$ cat config.mk
export PLATFORM = sky130hd
export DESIGN_NAME = kts_div
export DESIGN_NICKNAME = d
export VERILOG_FILES = /design/src/hdl/kts_pkg.sv /design/src/hdl/kts_div.sv
export SDC_FILE = /design/constraint.sdc
export NUM_CORES = 1
export LEC_CHECK = 0
export ABC_AREA = 0
export ABC_CLOCK_PERIOD_IN_PS = 4470
export BUFFER_PORTS_ARGS = -buffer_cell sky130_fd_sc_hd__buf_2
export CAP_MARGIN = 10
export CORE_MARGIN = 1.5
export CORE_UTILIZATION = 59
export DETAILED_ROUTE_END_ITERATION = 12
export PLACE_DENSITY_LB_ADDON = 0.3
export SLEW_MARGIN = 10
export SYNTH_ARGS = -nofsm -noshare
export SYNTH_HDL_FRONTEND = slang
export SYNTH_SLANG_ARGS = --single-unit
$ cat constraint.sdc
create_clock -name clk_i -period 4.47 [get_ports clk_i]
set_clock_uncertainty 0.1 [all_clocks]
set_input_delay 0.2235 -clock clk_i [delete_from_list [all_inputs] [get_ports clk_i]]
set_output_delay 0.2235 -clock clk_i [all_outputs]
set_load 0.005 [all_outputs]
$ cat src/hdl/kts_pkg.sv
// shared constants, codes and divider interface types for the keyframe track sampler
package kts_pkg;

  localparam int MAX_KEYS_DEF = 256;
  localparam int NCOMP        = 9;
  localparam int VAL_W        = 32;
  localparam int DUR_W        = 31;
  localparam int ACT_W        = 2;
  localparam int STAT_W       = 3;
  localparam int CFG_IDX_W    = 2;

  localparam logic [ACT_W-1:0] ACT_CLEAR  = 2'd0;
  localparam logic [ACT_W-1:0] ACT_APPEND = 2'd1;
  localparam logic [ACT_W-1:0] ACT_SAMPLE = 2'd2;

  localparam logic [STAT_W-1:0] ST_OK        = 3'd0;
  localparam logic [STAT_W-1:0] ST_BAD_TIME  = 3'd1;
  localparam logic [STAT_W-1:0] ST_ZERO_QUAT = 3'd2;
  localparam logic [STAT_W-1:0] ST_FULL      = 3'd3;

  localparam logic [CFG_IDX_W-1:0] REG_DURATION = 2'd0;
  localparam logic [CFG_IDX_W-1:0] REG_LOOP     = 2'd1;
  localparam logic [CFG_IDX_W-1:0] REG_STEP     = 2'd2;
  localparam logic [CFG_IDX_W-1:0] REG_ROTATION = 2'd3;

  localparam int DIV_DW = 48;
  localparam int DIV_VW = 32;
  localparam int DIV_CW = $clog2(DIV_DW);

  typedef struct packed {
    logic              start;
    logic [DIV_DW-1:0] dividend;
    logic [DIV_VW-1:0] divisor;
  } kts_div_req_t;

  typedef struct packed {
    logic              done;
    logic [DIV_DW-1:0] quotient;
    logic [DIV_VW-1:0] remainder;
  } kts_div_rsp_t;

endpackage

$ cat src/hdl/kts_div.sv
// shared restoring divider, one quotient bit per cycle
module kts_div (
  input  logic                  clk_i,
  input  logic                  rst_ni,
  input  kts_pkg::kts_div_req_t req_i,
  output kts_pkg::kts_div_rsp_t rsp_o
);

  logic                          busy_q;
  logic                          done_q;
  logic [kts_pkg::DIV_CW-1:0]    cnt_q;
  logic [kts_pkg::DIV_DW-1:0]    dq_q;
  logic [kts_pkg::DIV_VW-1:0]    rq_q;
  logic [kts_pkg::DIV_VW-1:0]    dv_q;
  logic [kts_pkg::DIV_VW:0]      tmp;
  logic                          ge;

  assign tmp = {rq_q, dq_q[kts_pkg::DIV_DW-1]};
  assign ge  = tmp >= {1'b0, dv_q};

  always_ff @(posedge clk_i or negedge rst_ni) begin
    if (!rst_ni) begin
      busy_q <= 1'b0;
      done_q <= 1'b0;
      cnt_q  <= '0;
    end else begin
      done_q <= 1'b0;
      if (req_i.start) begin
        busy_q <= 1'b1;
        cnt_q  <= '0;
      end else if (busy_q) begin
        cnt_q <= cnt_q + 1'b1;
        if (cnt_q == kts_pkg::DIV_CW'(kts_pkg::DIV_DW - 1)) begin
          busy_q <= 1'b0;
          done_q <= 1'b1;
        end
      end
    end
  end

  always_ff @(posedge clk_i) begin
    if (req_i.start) begin
      dq_q <= req_i.dividend;
      dv_q <= req_i.divisor;
      rq_q <= '0;
    end else if (busy_q) begin
      dq_q <= {dq_q[kts_pkg::DIV_DW-2:0], ge};
      rq_q <= ge ? kts_pkg::DIV_VW'(tmp - {1'b0, dv_q}) : tmp[kts_pkg::DIV_VW-1:0];
    end
  end

  assign rsp_o.done      = done_q;
  assign rsp_o.quotient  = dq_q;
  assign rsp_o.remainder = rq_q;

  a_no_restart: assert property (@(posedge clk_i) disable iff (!rst_ni)
    req_i.start |-> !busy_q) else $error("divider restarted while busy");
  a_done_pulse: assert property (@(posedge clk_i) disable iff (!rst_ni)
    done_q |=> !done_q) else $error("divider done longer than one cycle");
  a_rem_range: assert property (@(posedge clk_i) disable iff (!rst_ni)
    (done_q && dv_q != '0) |-> (rq_q < dv_q)) else $error("remainder not below divisor");

endmodule

Word-level counts from Yosys, hierarchy flattened:

Cells that the tools add are included.

* reductions and logical operators: 1
* eq/ne operators: 1
* $lt $le $gt $ge: 1
* add/subtract/negate cells: 2
* multiplexer cells: 11

Operators with widths (number)
* $mux W48: 2
* $ge A33 B32 Y1: 1
* $mux W32: 1
* $sub A32 B32 Y32: 1
* $mux W6: 2
* $add A6 B1 Y6 const B: 1
* $eq A6 B6 Y1 const B: 1
* $mux W1: 6
* $reduce_bool A2 Y1: 1

* register bits after elaboration: 120
* input port bits: 83
* logic and storage cells: 22
* output and inout port bits: 81

Logic depth before layout (Yosys ltp):

Gate-level depths: netlist of the first run.

* word-level depth: 4
* gate-level depth with buffers: 13
* mapped depth without buffers: 11

Worst setup path before layout of the first run:

OpenSTA, ideal clock, no wires.

* path type: register -> register
* start: reg dq_q[47] (netlist name)
* end: reg rq_q[28] (netlist name)
* arrival: 2.596 ns
* setup time: 0.079 ns
* data required time: 4.291 ns
* buffers on the path: 0
* cell stages (with the launch flop): 12
* path slack: 1.694 ns
* clock period less this slack: 2.776 ns
* cell sequence: edfxtp_1 -> inv_1 -> ha_1 -> fa_1 -> nand2b_1 -> a211oi_2 -> o211ai_1 -> a21o_1 -> a211o_1 -> nand3b_1 -> or3b_1 -> a211oi_2

* longest elaborated chain between the ends: 2
* elaborated cells between the ends (all ways): 3
* those cells by class: add/sub (1); order compare (1); mux (1)

RTL lines
* from (decl): RTL line kts_div.sv:12 `logic [kts_pkg::DIV_DW-1:0] dq_q;`
* from (signal assigned): RTL line kts_div.sv:43 `dq_q <= req_i.dividend;`
* from (signal assigned): RTL line kts_div.sv:47 `dq_q <= {dq_q[kts_pkg::DIV_DW-2:0], ge};`
* $sub A32 B32 Y32 or $ge A33 B32 Y1 (tied branches): RTL line kts_div.sv:48, kts_div.sv:19
* $mux W32 (*): RTL line kts_div.sv:48 `rq_q <= ge ? kts_pkg::DIV_VW'(tmp - {1'b0, dv_q}) : tmp[kts_pkg::DIV_VW-1:0];`
* to (signal assigned): RTL line kts_div.sv:48
* to (decl): RTL line kts_div.sv:13 `logic [kts_pkg::DIV_VW-1:0] rq_q;`

Mark *: on every way between the ends. The rest lies on a longest branch, timed or not.
A chain may end at the register's enable or synchronous reset.

Worst setup path after layout of the first run:

* start: reg dv_q[1] (netlist name)
* end: reg rq_q[23] (netlist name)

* longest elaborated chain between the ends: 2
* elaborated cells between the ends (all ways): 3
* those cells by class: add/sub (1); order compare (1); mux (1)

RTL lines
* from (decl): RTL line kts_div.sv:14 `logic [kts_pkg::DIV_VW-1:0] dv_q;`
* from (signal assigned): RTL line kts_div.sv:44 `dv_q <= req_i.divisor;`
* $sub A32 B32 Y32 or $ge A33 B32 Y1 (tied branches): RTL line kts_div.sv:48, kts_div.sv:19
* $mux W32 (*): RTL line kts_div.sv:48

Marked as above.

==> results of run 1 <==
==> worst max-delay path, cell delays in order (launching register included) <==
cell and delay (ps):
edfxtp_1 370, inv_1 60, ha_1 290, nor2b_1 170
o31ai_1 120, a211o_1 380, a211oi_2 340, o211ai_2 170
nand2_1 500, buf_4 310, nand3_1 90, a311oi_1 270
==> logic make-up after synthesis <==
logic type / after synthesis
AND/OR/NAND/NOR: 212
AO/OA/AOI/OAI: 155
flip-flops: 120
buffers and inverters: 77
multiplexers: 52
adder cells (fa/ha/maj): 34
XOR/XNOR: 24
==> metal layers <==
layer,share of wire (%),track usage [%],vias up
met5,0,0,-
met4,2.9,13.8,0
met3,7.1,8.09,49
met2,52,56.7,305
met1,38,34.7,2891
li1,-,-,2878
==> cell usage after synthesis (all sizes together) (8+ instances only) <==
| cell | n | area (um2) |
|---|---|---|
| a311oi | 25 | 263 |
| inv | 42 | 158 |
| xor2 | 11 | 96.3 |
| a211oi | 8 | 75.1 |
| edfxtp | 80 | 2400 |
| nor2 | 59 | 224 |
| dfxtp | 32 | 641 |
| nand3 | 16 | 80.1 |
| o21ai | 19 | 95.1 |
| nand2 | 77 | 289 |
| ha | 33 | 413 |
| xnor2 | 13 | 114 |
| a21oi | 47 | 246 |
| a21o | 14 | 105 |
| mux2 | 49 | 556 |
| dfrtp | 8 | 200 |
| buf | 19 | 118 |
| nor3 | 14 | 70.1 |
| clkbuf | 16 | 60.1 |
| nand4 | 10 | 68.8 |
==> worst paths after layout <==
path	startpoint	to	slack (ps)	cells after the start
min in group asynchronous	rst_ni	cnt_q[0]	60	2
worst min register to register	rq_q[1]	rq_q[1]	400	2
worst max-delay path	dv_q[1]	rq_q[23]	1180	11
worst min-delay path	req_i[72]	dq_q[40]	1	2
worst max register to register	dv_q[1]	rq_q[23]	1180	11
max in group asynchronous	rst_ni	busy_q	4030	2
==> final cells by class <==
cell class	count	area (um2)
clock buffer	20	479
sequential	120	3240
timing repair buffer	217	1350
antenna	1	2.50
inverter	42	158
clock inverter	12	90.1
multi-input combinational	477	3340
fill	772	2580
tap	143	179
==> power by group <==
group          total (mW)  internal [mW]  leakage [nW]  switching, mW
logic               0.382          0.188          2.52          0.194
registers            1.31           1.27          1.19         0.0448
clock network        1.32          0.777         0.273          0.546
==> repair_timing <==
action / in CTS / in global routing
hold buffers: 47 / 3
setup endpoints to repair: 0 / 0
hold endpoints to repair: 54 / 3
==> state kept, by name, indices dropped and copies added, names as in the netlist <==
register,cells
dq_q,48
rq_q,32
done_q,1
dv_q,32
busy_q,1
cnt_q,6
==> per-stage QoR <==
stage | utilization (%) | instances | power, mW
after floorplan | - | 674 | 1.52
after global placement | 68.0 | 949 | 1.64
after CTS | 77.1 | 1028 | 2.99
after detailed placement | 68.0 | 949 | 1.65
final | 77.4 | 1032 | 3.02
after global routing | 77.4 | 1032 | 3.11
==> results.yml, run 1 <==
status:
  status: "complete, no violations"
final_layout:
  mostFrequentLayoutCell: "buf_2"
  final_nets: 992
  syn2layout_area_growth_pct: 27.9
  layout-drive-gt1-share_pct: 30.4
  fin_area_um2: 8840
  final_cell_mix: "buf_2 (162), edfxtp_1 (80), nand2_1 (76)"
clock_network:
  post_cts_resized: 0
  clk_pin_slew_ps: 70
  clock_sinks: 120
  htree_levels: 4
  clk_latency_ps: 430
  post-cts-setup-buffers: 0
  clock_path_buffers: 2
  cts-root-buf: "clkbuf_16"
  cts_buffers: 17
  cts_tree: "yes"
global_route:
  antenna_found_initial: 1
  grt_max_degree: 83
  grt_use_total_pct: 31.4
  grt_pass1_wl_um: 30600
  overflow: 0
  grt_pass1_vias: 6141
drt:
  detail_route.wl_per_cell_um: 18.9
  first_pass_iters: 5
  drt-initial-drc-count: 569
  drt_wl_total_um: 19600
  via_per_inst: 5.93
  drc_errors: 0
  via_count: 6123
  ant_nets: 0
placed_design:
  port_buffers: 163
  placed_area_um2: 7760
  gp_congestion: 0.926
  place_ws_ps: 1220
  dp_hpwl_um: 12200
timing:
  rsz0062_at_grt: "no"
  hold_viol_final: 0
  tns_ps: 0
  finalSetupViolCount: 0
  fmax_ghz: 0.304
  min_period_ps: 3290
  worst_pin_slew_ps: 1140
  drv_slew: 0
  worst_slack_ps: 1180
  finalCritPeriodShare_pct: 73.7
  relSlewSlack_pct: 23.6
  holdWs_ps: 1.07
synth:
  synthArstFlopShare_pct: 6.67
  avgSynthCellArea_um2: 10.3
  syn_inst: 674
  yosysWarnings: 0
  syn_area_um2: 6910
  synth_flop_cell: "edfxtp_1"
  synth_top_family_by_area: "compound AO/OA/AOI/OAI gates"
  synth_compound_area_share_pct: 16.5
  synth_edf_count: 80
  synth_fa_ha_area_share_pct: 6.26
  yosysSeqAreaShare_pct: 46.9
  synth-simple-area-share_pct: 14.0
  synth_cell_type_count: 63
  synth.net_count: 791
  synth-xor-area-share_pct: 3.04
  ys_seq_elements: 120
  synthMuxAreaShare_pct: 8.47
floorplanning:
  core_um2: 11400
  start_util_pct: 60.5
  die_w_um: 111
  die_area_um2: 12400
  num_rows: 39
  io_pins: 164
  die_h_um: 111
setup_path:
  critPathCaptureType: "flop"
  cp.arrival_ps: 3510
  crit_type: "flop to flop"
  worstSetupStartpointType: "flop"
  crit_path_max_fanout: 18
  crit_required_ps: 4690
worst_hold_path:
  hold_class: "primary input to flop"
job:
  cap_violations: 0
power:
  leakage_nw: 3.98
  peakVddDrop_v: 0.000366
  powerDensity_nw_per_um2: 342
No activity file was read; power rests on OpenSTA's default activity.
==> inputs of run 2 (changes only) <==
ABC_CLOCK_PERIOD_IN_PS = 2900   (was 4470)
CORE_UTILIZATION = 49   (was 59)
clock period = 2.9 ns   (was 4.47 ns; I/O delays follow)
==> results.yml, run 2 (same netlist as run 1, synthesis figures left out) <==
global_route:
  grt_pass1_wl_um: 30900
  overflow: 0
  grt_pass1_vias: 6413
  grt_use_total_pct: 26.6
  grt_max_degree: 119
  antenna_found_initial: 0
clock_network:
  clk_latency_ps: 420
  cts_buffers: 17
  cts_tree: "yes"
  clock_path_buffers: 2
  cts-root-buf: "clkbuf_16"
  htree_levels: 4
  clk_pin_slew_ps: 60
  clock_sinks: 120
final_layout:
  antennaDiodeCount: 0
  top_register: "dq_q"
  final_cell_mix: "buf_2 (162), dlygate4sd3_1 (81), edfxtp_1 (80)"
  syn2layout_area_growth_pct: 41.9
  multi_input_area_um2: 3570
  top_regs: "dq_q x48, dv_q x32, rq_q x32"
  largest_reg_flops: 48
  final_nets: 1065
  seq_area_um2: 3250
  mostFrequentLayoutCell: "buf_2"
  fillerInstances: 969
  layout-drive-gt1-share_pct: 35.8
placed_design:
  dp_hpwl_um: 12600
  place_ws_ps: -30.6
  port_buffers: 163
  gp_congestion: 0.896
timing:
  worst_slack_ps: 106
  fmax_ghz: 0.358
  min_period_ps: 2790
  rsz0062_at_grt: "yes"
  drv_slew: 0
  finalCritPeriodShare_pct: 96.4
  worst_pin_slew_ps: 703
  hold_viol_final: 0
  finalSetupViolCount: 0
  relSlewSlack_pct: 53.2
drt:
  drt_wl_total_um: 19800
  drc_errors: 0
  ant_nets: 0
  detail_route.wl_per_cell_um: 17.3
  via_count: 6320
  first_pass_iters: 5
  via_per_inst: 5.54
  drt-initial-drc-count: 430
setup_path:
  r2r_end: "rq_q[21]"
  rrSetupSlack_ps: 110
  cp_top_family: "compound AO/OA/AOI/OAI gates"
  crit_path_max_fanout: 5
  crit_type: "flop to flop"
  critPathBufInv: 1
  cp.depth: 10
  cp.arrival_ps: 3020
  critPathCaptureType: "flop"
  cp_slowest_stage_delay_ps: 380
  worstSetupStartpointType: "flop"
  reg2reg_from: "dv_q[3]"
  cp_slowest_cell: "or3_1"
  crit_required_ps: 3130
  ff2ff_path_depth: 10
  worstPathCellList: "inv_1 > ha_4 > o21a_1 > o31ai_2 > a211o_1 > a211oi_2 > o211a_1 > nor2_4 > or3_1 > a311oi_2"
floorplanning:
  io_pins: 164
  start_util_pct: 50.0
  die_w_um: 122
  die_h_um: 122
  die_area_um2: 14800
  num_rows: 43
  core_um2: 13800
worst_hold_path:
  hold_class: "primary input to async pin"
power:
  total_power_mw: 4.89
  peakVddDrop_v: 0.000333
  leakage_nw: 4.36
  powerDensity_nw_per_um2: 499
job:
  cap_violations: 0
status:
  status: "complete, no violations"
run 2: cell types whose count changed in the layout (fill, tap and decap cells not counted), sizes merged:
cell / delta
inv: +1
dlygate4sd3: +31
diode: -1
clkinv: -3
clkbuf: -1
buf: +42
bufinv: +3
run 2: metal layers:
layer / wire (um) / global-route usage [%] / vias to the layer above
met5: 0 / 0 / -
met2: 10000 / 47.1 / 231
met4: 447 / 9.63 / 0
met1: 8210 / 31.2 / 3020
li1: - / - / 3024
met3: 1090 / 6.69 / 45
run 2: worst max-delay path by stage:
stage / slack [ps] / start / to
floorplan: 120 / dq_q[47] / rq_q[28]
global placement: 50 / dq_q[47] / rq_q[28]
detailed placement: -30 / dv_q[1] / rq_q[29]
CTS: -3 / dq_q[47] / rq_q[28]
global route: -30 / dv_q[7] / rq_q[29]
finish: 110 / dv_q[3] / rq_q[21]
run 2: report_power, final:
group	switching, mW	internal [mW]
combinational	0.321	0.363
clock	0.823	1.36
sequential	0.0632	1.96
total	1.21	3.68
run 2: timing repair:
item                                    CTS  global route
resized for setup                         4            43
hold buffers                             81             0
cloned                                    0             0
setup buffers                             1             4
endpoints found under the setup margin    3            30
pin swaps                                 3            13
endpoints found under the hold margin    88             0
run 2: final cells by class:
class                   count  share of cell area (%)
multi-input cells         477                    36.4
flip-flops and latches    120                    33.1
repair buffers            290                    20.4
inverters                  42                    1.61
clock buffers              19                    4.41
well taps                 180                    2.30
clock inverters            13                    1.75
run 2: worst register-to-register path: cells and delay by family (launching register included):
family          cells  cell delay [ps]
compound gates      6             1420
fa+ha+maj           1              290
buf+inv             1               90
flops               1              360
simple gates        2              450
run 2: metrics by stage:
step                utilization, %  hold WS [ps]  setup TNS [ps]  area, um2  cells
floorplan                        -          -251               0       6910    674
global placement              58.7          -111               0       8110   1023
detailed placement            58.7          -102           -51.8       8110   1023
CTS                           69.2          16.9           -3.34       9560   1137
global route                  70.9          20.0           -97.5       9810   1141
finish                        70.9          8.14               0       9810   1141
